File: src/bdeu_pkg.sv
package bdeu_pkg;

	localparam int unsigned DATA_W = 64;

	localparam logic CMD_DEPOSIT = 1'b0;
	localparam logic CMD_EXTRACT = 1'b1;

endpackage

File: src/bdeu_cell.sv
module bdeu_cell #(
	parameter int unsigned W     = 64,
	parameter int unsigned CNT_W = $clog2(W + 1)
) (
	input  logic             clk,
	input  logic             arst_n,
	input  logic             in_valid,
	input  logic             in_cmd,
	input  logic [W-1:0]     in_data,
	input  logic [W-1:0]     in_msk,
	input  logic [W-1:0]     in_acc,
	input  logic [CNT_W-1:0] in_cnt,
	output logic             out_valid,
	output logic             out_cmd,
	output logic [W-1:0]     out_data,
	output logic [W-1:0]     out_msk,
	output logic [W-1:0]     out_acc,
	output logic [CNT_W-1:0] out_cnt
);

	logic             valid_q;
	logic             cmd_q;
	logic [W-1:0]     data_q;
	logic [W-1:0]     msk_q;
	logic [W-1:0]     acc_q;
	logic [CNT_W-1:0] cnt_q;

	logic             sel;
	logic             bit_in;
	logic [W-1:0]     data_n;
	logic [W-1:0]     acc_n;
	logic [CNT_W-1:0] cnt_n;

	// Each cell looks at bit 0 of the mask; the mask moves down one place per cell.
	always_comb begin
		sel    = in_msk[0];
		bit_in = sel & in_data[0];
		cnt_n  = in_cnt + CNT_W'(sel);
		if (in_cmd == bdeu_pkg::CMD_EXTRACT) begin
			data_n = in_data >> 1;
			acc_n  = in_acc | ({{(W-1){1'b0}}, bit_in} << in_cnt);
		end else begin
			data_n = sel ? (in_data >> 1) : in_data;
			acc_n  = {bit_in, in_acc[W-1:1]};
		end
	end

	always_ff @(posedge clk or negedge arst_n) begin
		if (!arst_n) begin
			valid_q <= 1'b0;
		end else begin
			valid_q <= in_valid;
		end
	end

	always_ff @(posedge clk) begin
		cmd_q  <= in_cmd;
		data_q <= data_n;
		msk_q  <= in_msk >> 1;
		acc_q  <= acc_n;
		cnt_q  <= cnt_n;
	end

	assign out_valid = valid_q;
	assign out_cmd   = cmd_q;
	assign out_data  = data_q;
	assign out_msk   = msk_q;
	assign out_acc   = acc_q;
	assign out_cnt   = cnt_q;

endmodule

File: config.mk
export PLATFORM = sky130hd
export DESIGN_NAME = bdeu_cell
export DESIGN_NICKNAME = d
export VERILOG_FILES = /design/src/bdeu_pkg.sv /design/src/bdeu_cell.sv
export SDC_FILE = /design/constraint.sdc
export NUM_CORES = 1
export LEC_CHECK = 0
export BUFFER_PORTS_ARGS = -buffer_cell sky130_fd_sc_hd__buf_4
export CAP_MARGIN = 20
export CELL_PAD_IN_SITES_DETAIL_PLACEMENT = 1
export CELL_PAD_IN_SITES_GLOBAL_PLACEMENT = 2
export CORE_ASPECT_RATIO = 1.4
export CORE_UTILIZATION = 22
export CTS_CLUSTER_SIZE = 12
export DETAILED_ROUTE_END_ITERATION = 16
export PLACE_DENSITY_LB_ADDON = 0.1
export RECOVER_POWER = 100
export SYNTH_ARGS = -nofsm -noshare
export SYNTH_HDL_FRONTEND = slang
export SYNTH_SLANG_ARGS = --single-unit
export TNS_END_PERCENT = 100
File: constraint.sdc
create_clock -name clk -period 0.8 [get_ports clk]
set_input_delay 0.16 -clock clk [delete_from_list [all_inputs] [get_ports clk]]
set_output_delay 0.16 -clock clk [all_outputs]
set_load 0.005 [all_outputs]
==> metrics, run 1 <==
beginning of the worst hold path=in_msk[0]; WP data required=0.64 ns; port bufs=~400; largest net degree at the start of global routing=38; Final Hold Fails=0; biggest area consumer among synthesized cells=dfxtp_1; max-cap viol count=0; Fmax=approximately 0.9 GHz; Final GP Congestion=a little over 0.8; synth top area cells=dfxtp_1, mux2_2, mux2i_1; post-route ant nets=0; Leak=roughly 6 nW; HPWL Detailed=around 19000 µm; 1st-pass router iterations=4; die width=144 µm; crit path time final=about 1.1 ns; Syn Nets=roughly 660; wire per inst=approximately 18 µm; delay-heaviest family, CP=flip-flops; DP Worst Slack=-0.463 ns; number of nets in the layout=approximately 1300; Final period util=137%; Max VDD drop=~0.0014 V; post-route cell area=0.0133 mm²; grt ovf=0; total track usage=18.4%; CORE AREA=0.0277 mm²; final count of pins violating max slew=0; CTS H-tree lvls=4; DP Cell Count=1228; Sink Count=200; HP Class=input port to register; status=finished, violations left; crit path capture type=primary output; commonest cells in the netlist=dfxtp_1, mux2i_1, mux2_2; cells after synthesis=450; mapped cell area=0.00618 mm²; Pwr per Cell Area=roughly 1900 mW/mm²; count leader, synth=dfxtp_1; max incr delay on CP=~0.38 ns; Synth Flop Type=dfxtp_1; worst path arrival time=around 0.94 ns; Post-Layout Cell Count=around 1500; Total Power=roughly 25 mW; dpl cell area=between 0.009 and 0.01 mm²; Routed Wire Length=~27000 µm; Setup TNS Final=-59.25 ns; layout cells sized above 1=approximately two thirds; Async S/R FF share, synth=less than 1%; CTS tree=yes; setup violators final=322; clk slew on worst S/H paths=0.09 ns; CTS root buffer=clkbuf_16; Mapped Avg Cell Area=roughly 14 µm²; global-route wire length before repair=38800 µm; Critical-path top delay cell=dfrtp_1; initial antenna violation count=0; Starting Density=between 20% and 30%; crit start category=register; crit path cell chain=buf_6; n_diodes=0; RSZ-0062 raised after global routing=yes; Setup Crit Path Kind=register to primary output; maximum clock insertion buffer count=2; Post-synth EDFFs=0; post-synthesis sequential area ratio=between 60% and 70%; Ports=about 400; number of DRC violations after detailed-routing iteration 0=about 140; row cnt=just over 70; Worst Hold End=out_cnt[0]; share of the synthesized area in the top cell type=between 60% and 70%; number of synthesized register bits=200; failing checks=setup timing; Area Overhead vs Synth=115%; WHS=about 0.047 ns; Post-CTS Setup Bufs=0; hold path depth=2; Final WS setup=-0.299 ns; DR vias/cell=4.08; YS warnings=0; die height=about 200 µm; CTS Buf Count=17; Die Area=0.0288 mm²; DRC Markers=0; Max FO, Critical Path=1; Buf+Inv Stages, Crit Path=1; vias in the first global route=approximately 6900; DR vias=5940; final core utilization=48.1%; distinct cell type count of the synthesized netlist=31
layout by cell type, fill, tap and decap left out, drive strengths merged:
cell / n
and2: 2
and2b: 3
and3: 1
and3b: 3
buf: 354
bufinv: 1
clkbuf: 87
clkinv: 6
conb: 1
dfrtp: 1
dfxtp: 199
dlygate4sd3: 197
ha: 2
inv: 8
mux2: 63
mux2i: 63
nand2: 15
nand3: 3
nand4: 4
nor2: 3
nor3b: 1
o21ai: 63
o221ai: 1
xnor2: 4
xor2: 1
logic make-up (layout without fill, tap and decap cells):
kind of cell    Yosys count  in the layout  synth area share [%]
flops                   200            200                  64.9
xor+xnor                  5              5                 0.709
other cells               1              1                0.0607
fa+ha+maj                 2              2                 0.405
mux                     126            126                  21.7
simple gates             35             35                  4.46
compound gates           64             64                  5.47
buf+inv                  17            653                  2.29
worst max-delay path by stage:
stage                   start           end  slack [ns]  cells after the start
floorplan              in_cmd  out_data[10]       -0.27                      4
global placement       in_cmd  out_data[57]       -0.42                      4
detailed placement  in_cnt[6]   out_acc[12]       -0.46                      4
CTS                 out_valid     out_valid       -0.34                      1
global route        out_valid     out_valid       -0.34                      1
finish              out_valid     out_valid       -0.30                      1
registers in the layout (all words and copies together), names as in the netlist:
register / flops
out_cmd: 1
out_msk: 63
out_valid: 1
out_cnt: 7
out_data: 64
out_acc: 64
power breakdown:
group / internal (mW) / switching, mW / leakage, nW / total (mW)
registers: 10.8 / 0.357 / 1.69 / 11.2
logic: 3.03 / 1.42 / 3.93 / 4.45
clock network: 4.57 / 4.56 / 0.304 / 9.13
metal layers:
| metal | global-route usage [%] | vias up | wire length, µm |
|---|---|---|---|
| li1 | - | 2823 | - |
| met1 | 17.6 | 2825 | 9110 |
| met2 | 35.0 | 253 | 14800 |
| met3 | 6.62 | 39 | 2210 |
| met4 | 6.50 | 0 | 713 |
| met5 | 0 | - | 0 |
timing repair:
item,in CTS,in global routing
gates resized for setup,236,150
gates cloned,0,0
endpoints found under the hold margin,197,0
hold buffers,197,0
setup endpoints to repair,200,215
area by class of cell:
type / instances / area (µm²)
fill: 2889 / 14300
clock buffer: 17 / 425
sequential: 200 / 4240
tap: 370 / 463
clock inverter: 15 / 199
multi-input combinational: 233 / 2090
timing repair buffer: 621 / 5890
Power figures use the tool's default switching activity.
==> run 2, diff against run 1 <==
--- a/config.mk
+++ b/config.mk
@@ -5,7 +5,7 @@
 export SDC_FILE = /design/constraint.sdc
 export NUM_CORES = 1
 export LEC_CHECK = 0
-export BUFFER_PORTS_ARGS = -buffer_cell sky130_fd_sc_hd__buf_4
+export BUFFER_PORTS_ARGS = -buffer_cell sky130_fd_sc_hd__buf_2
 export CAP_MARGIN = 20
 export CELL_PAD_IN_SITES_DETAIL_PLACEMENT = 1
 export CELL_PAD_IN_SITES_GLOBAL_PLACEMENT = 2
==> run 2 against run 1 <==
- clock power fell by 5.9%
- non-clock buffer count rose by 4
- clock-buffer cell count rose by 2
- largest cell class unchanged
- utilization decreased by 4.8 points
- maximum frequency rose by 0.82%
- critical path depth unchanged
- the run still ends with setup timing left
- critical endpoint unchanged
- total power down 5.8%
- combinational power is 17% lower
- sequential share of layout area grew 2.7 points
- first-iteration DRC count is 9.4% lower
==> metrics, run 2 (synthesis gave the netlist of run 1 again) <==
status=finished, violations left; failing checks=setup timing; Levels on crit path=1 (unchanged); HP Class=input port to register; Area Overhead vs Synth=94.0%; worst path arrival time=0.93 ns (about the same); die width=144 µm (unchanged); layout cells sized above 1=59.1% (-7.3 points); wire per inst=17.4 µm (-5.7%); Final period util=136% (-1.1 points); Routed Wire Length=25400 µm (-5.4%); max-cap viol count=0 (unchanged); row cnt=72 (unchanged); WHS=0.0290 ns (-0.0181 ns); number of fillers in the final layout=3101 (+7.3%); die height=200 µm (unchanged); crit path capture type=primary output; Final GP Congestion=0.789 (-3.9%); maximum clock insertion buffer count=2 (unchanged); HPWL Detailed=18100 µm (-3.8%); most frequent cells in the layout=buf_2, dlygate4sd3_1, dfxtp_2; Die Area=0.0288 mm² (unchanged); Starting Density=22.3% (unchanged); Pwr per Cell Area=1940 mW/mm² (+4.6%); Post-CTS Setup Bufs=0 (unchanged); Max FO, Critical Path=1 (unchanged); clk slew on worst S/H paths=0.08 ns (about the same); setup violators final=331 (+2.8%); Total Power=23.3 mW (-5.8%); CTS tree=yes; register area=0.00414 mm² (-2.3%); Ports=404 (unchanged); Worst Setup SP=out_valid; crit start category=register; number of DRC violations after detailed-routing iteration 0=125 (-9.4%); grt ovf=0 (unchanged); Leak=5.50 nW (-7.1%); Buf+Inv Stages, Crit Path=1 (unchanged); port bufs=402 (unchanged); largest net degree at the start of global routing=40 (+5.3%); delay-heaviest family, CP=flip-flops; final count of pins violating max slew=0 (unchanged); footprint of the multi-input gates=0.00210 mm² (+0.48%); crit path cell chain=buf_2; CTS Buf Count=17 (unchanged); final core utilization=43.3% (-4.8 points); DRC Markers=0 (unchanged); DR vias=5946 (+0.10%); number of nets in the layout=1282 (+0.31%); WP data required=0.64 ns (about the same); max incr delay on CP=0.36 ns (-0.02 ns); Setup Crit Path Kind=register to primary output; CTS root buffer=clkbuf_16; initial antenna violation count=3 (+3); crit path time final=1.09 ns (-0.00889 ns); most common cell after layout, fill and taps aside=buf_2; crit path to=out_valid; post-route ant nets=0 (unchanged); Final Hold Fails=0 (unchanged); CTS H-tree lvls=4 (unchanged); Fmax=0.917 GHz (+0.82%); global-route wire length before repair=37300 µm (-3.8%); DR vias/cell=4.07 (-0.24%); 1st-pass router iterations=4 (unchanged); Max VDD drop=0.00141 V (-0.29%); Critical-path top delay cell=dfrtp_1; total track usage=17.5% (-0.91 points); RSZ-0062 raised after global routing=yes; Sink Count=200 (unchanged); CORE AREA=0.0277 mm² (unchanged); Final WS setup=-0.290 ns (+0.00889 ns); vias in the first global route=6660 (-3.3%)
==> run 2: how the worst min path moves through the flow <==
stage              start          to  slack, ns  cells past startpoint
2_1_floorplan     arst_n   out_valid      -0.14                      0
3_3_place_gp      arst_n   out_valid      -0.06                      1
3_5_place_dp      arst_n   out_valid      -0.06                      1
4_1_cts        in_cnt[3]  out_cnt[3]      0.007                      3
5_1_grt        in_cnt[3]  out_cnt[3]       0.02                      3
6_report       in_cnt[3]  out_cnt[3]       0.03                      3
==> run 2: per-stage QoR <==
step,setup WS [ns],std cells,setup TNS [ns],cell area (µm²)
floorplan,-0.265,450,-22.11,6280
global placement,-0.438,1233,-52.45,8820
detailed placement,-0.496,1233,-56.69,8820
CTS,-0.314,1459,-50.35,11500
global route,-0.335,1461,-69.80,12000
finish,-0.290,1461,-54.34,12000
==> run 2: what timing repair did <==
item / in CTS / in global routing
cloned: 0 / 1
endpoints found under the setup margin: 205 / 209
resized for setup: 53 / 139
endpoints found under the hold margin: 195 / 0
hold buffers: 195 / 0
pin swaps: 0 / 1
==> run 2: cell type report <==
class	count	share of cell area, %
Antenna cell	2	0.0418
Clock buffer	19	3.61
Clock inverter	12	1.16
Multi-Input combinational cell	233	17.6
Sequential cell	200	34.5
Tap cell	370	3.86
Timing Repair Buffer	625	39.2
==> run 2: where the power goes <==
group	total, mW	internal [mW]	switching [mW]
clock	8.59	4.41	4.17
sequential	11.0	10.7	0.254
combinational	3.71	2.34	1.37
==> run 2: metal layers <==
layer | wire [µm] | global-route usage (%)
met5 | 13 | 0
met4 | 752 | 7.26
met3 | 1980 | 5.59
met2 | 13900 | 32.7
met1 | 8830 | 17.3
==> run 2: worst min-delay path, cell delays in order <==
cell,delay (ns)
buf_2,0.10
buf_4,0.11
xnor2_1,0.06
==> run 3, diff against run 2 <==
--- a/config.mk
+++ b/config.mk
@@ -15,6 +15,7 @@
 export DETAILED_ROUTE_END_ITERATION = 16
 export PLACE_DENSITY_LB_ADDON = 0.1
 export RECOVER_POWER = 100
+export SKIP_CTS_REPAIR_TIMING = 1
 export SYNTH_ARGS = -nofsm -noshare
 export SYNTH_HDL_FRONTEND = slang
 export SYNTH_SLANG_ARGS = --single-unit
==> run 3 against run 2 <==
- the flow finishes with violations (hold timing, setup timing)
- total power decreased by 0.41%
- hold slack lost 0.051 ns
- non-clock buffer count decreased by 6
- setup slack worse by 0.0068 ns
- die area unchanged
- sequential power hardly changed
- via count shrank 0.87%
- critical path type unchanged
- critical endpoint unchanged
- largest cell class unchanged
- largest power group unchanged
==> metrics, run 3 (synthesis gave the netlist of run 1 again) <==
status=finished, violations left; failing checks=hold timing, setup timing; WP data required=0.64 ns (about the same); most frequent cells in the layout=buf_2, dlygate4sd3_1, dfxtp_1; setup violators final=328 (-0.91%); DP Worst Slack=-0.496 ns (unchanged); row cnt=72 (unchanged); clk slew on worst S/H paths=0.08 ns (about the same); Setup TNS Final=-53.98 ns (+0.361 ns); Max VDD drop=0.00141 V (about the same); hold path depth=3 (unchanged); 1st-pass router iterations=4 (unchanged); crit path cell chain=buf_2; max incr delay on CP=0.37 ns (about the same); CTS tree=yes; final core utilization=42.8% (-0.57 points); grt ovf=0 (unchanged); global-route wire length before repair=33000 µm (-12%); most common cell after layout, fill and taps aside=buf_2; CTS Buf Count=17 (unchanged); Ports=404 (unchanged); Die Area=0.0288 mm² (unchanged); Final Hold Fails=5 (+5); DP Cell Count=1233 (unchanged); vias in the first global route=5604 (-16%); footprint of the multi-input gates=0.00210 mm² (about the same); DRC Markers=0 (unchanged); final count of pins violating max slew=0 (unchanged); Final GP Congestion=0.789 (unchanged); port bufs=402 (unchanged); Area Overhead vs Synth=91.5%; Buf+Inv Stages, Crit Path=1 (unchanged); layout cells sized above 1=58.1% (-1.1 points); register area=0.00412 mm² (-0.45%); Max FO, Critical Path=1 (unchanged); Fmax=0.912 GHz (-0.62%); Worst Hold End=out_acc[25]; number of DRC violations after detailed-routing iteration 0=121 (-3.2%); wire per inst=17.2 µm (-1.0%); Setup Crit Path Kind=register to primary output; crit start category=register; delay-heaviest family, CP=flip-flops; Final WS setup=-0.297 ns (-0.00677 ns); Pwr per Cell Area=1960 mW/mm² (+0.91%); post-route ant nets=0 (unchanged); Final period util=137% (+0.85 points); DR vias=5894 (-0.87%); Total Power=23.2 mW (-0.41%); post-route cell area=0.0118 mm² (-1.3%); Leak=5.47 nW (-0.63%); initial antenna violation count=0 (-3); RSZ-0062 raised after global routing=yes; HPWL Detailed=18100 µm (unchanged); Critical-path top delay cell=dfrtp_1; HP Class=input port to register; CTS H-tree lvls=4 (unchanged); Sink Count=200 (unchanged); worst path arrival time=0.94 ns (about the same); dpl cell area=0.00882 mm² (unchanged); Post-Layout Cell Count=1453 (-0.55%); Starting Density=22.3% (unchanged); crit path capture type=primary output; number of fillers in the final layout=3096 (-0.16%); CTS root buffer=clkbuf_16; max-cap viol count=0 (unchanged); Routed Wire Length=25000 µm (-1.6%); DR vias/cell=4.06 (-0.33%); largest net degree at the start of global routing=40 (unchanged); maximum clock insertion buffer count=2 (unchanged); crit path time final=1.10 ns (+0.00677 ns); die width=144 µm (unchanged); n_diodes=0 (-2); number of nets in the layout=1276 (-0.47%); beginning of the worst hold path=in_acc[26]; CORE AREA=0.0277 mm² (unchanged); total track usage=15.7% (-1.8 points); WHS=-0.0220 ns (-0.0510 ns); die height=200 µm (unchanged)
==> run 3: cell types whose count changed in the layout (fill, tap and decap cells not counted), moves of 2 or more <==
cell	delta
buf_6	-12
dfxtp_2	-15
dlygate4sd3_1	-6
dfxtp_1	+15
buf_4	+2
buf_2	+12
diode_2	-2
==> run 3: per-layer routing <==
metal | vias up | global-route usage (%) | share of wire, %
met5 | - | 0 | 0
met4 | 0 | 5.85 | 2.1
met3 | 31 | 5.90 | 7.7
met2 | 241 | 28.5 | 55
met1 | 2811 | 16.0 | 36
li1 | 2811 | - | -
==> run 3: how the worst max path moves through the flow <==
stage | from | to | slack, ns | depth (start not counted)
floorplan | in_cmd | out_data[10] | -0.27 | 4
global placement | in_cmd | out_acc[57] | -0.44 | 5
detailed placement | in_cmd | out_acc[43] | -0.50 | 5
CTS | out_msk[59] | out_msk[59] | -0.33 | 1
global route | out_valid | out_valid | -0.33 | 1
finish | out_valid | out_valid | -0.30 | 1
==> run 3: cell type report <==
cell class              count  share of cell area [%]
clock buffers              19                    3.66
clock inverters            12                    1.17
multi-input cells         233                    17.8
flip-flops and latches    200                    34.8
well taps                 370                    3.91
repair buffers            619                    38.6
==> run 3: where the power goes <==
part	total [mW]	switching (mW)	leakage, nW	internal (mW)
logic	3.63	1.36	3.50	2.28
clock network	8.59	4.18	0.273	4.41
registers	11.0	0.245	1.69	10.7
total	23.2	5.78	5.47	17.4
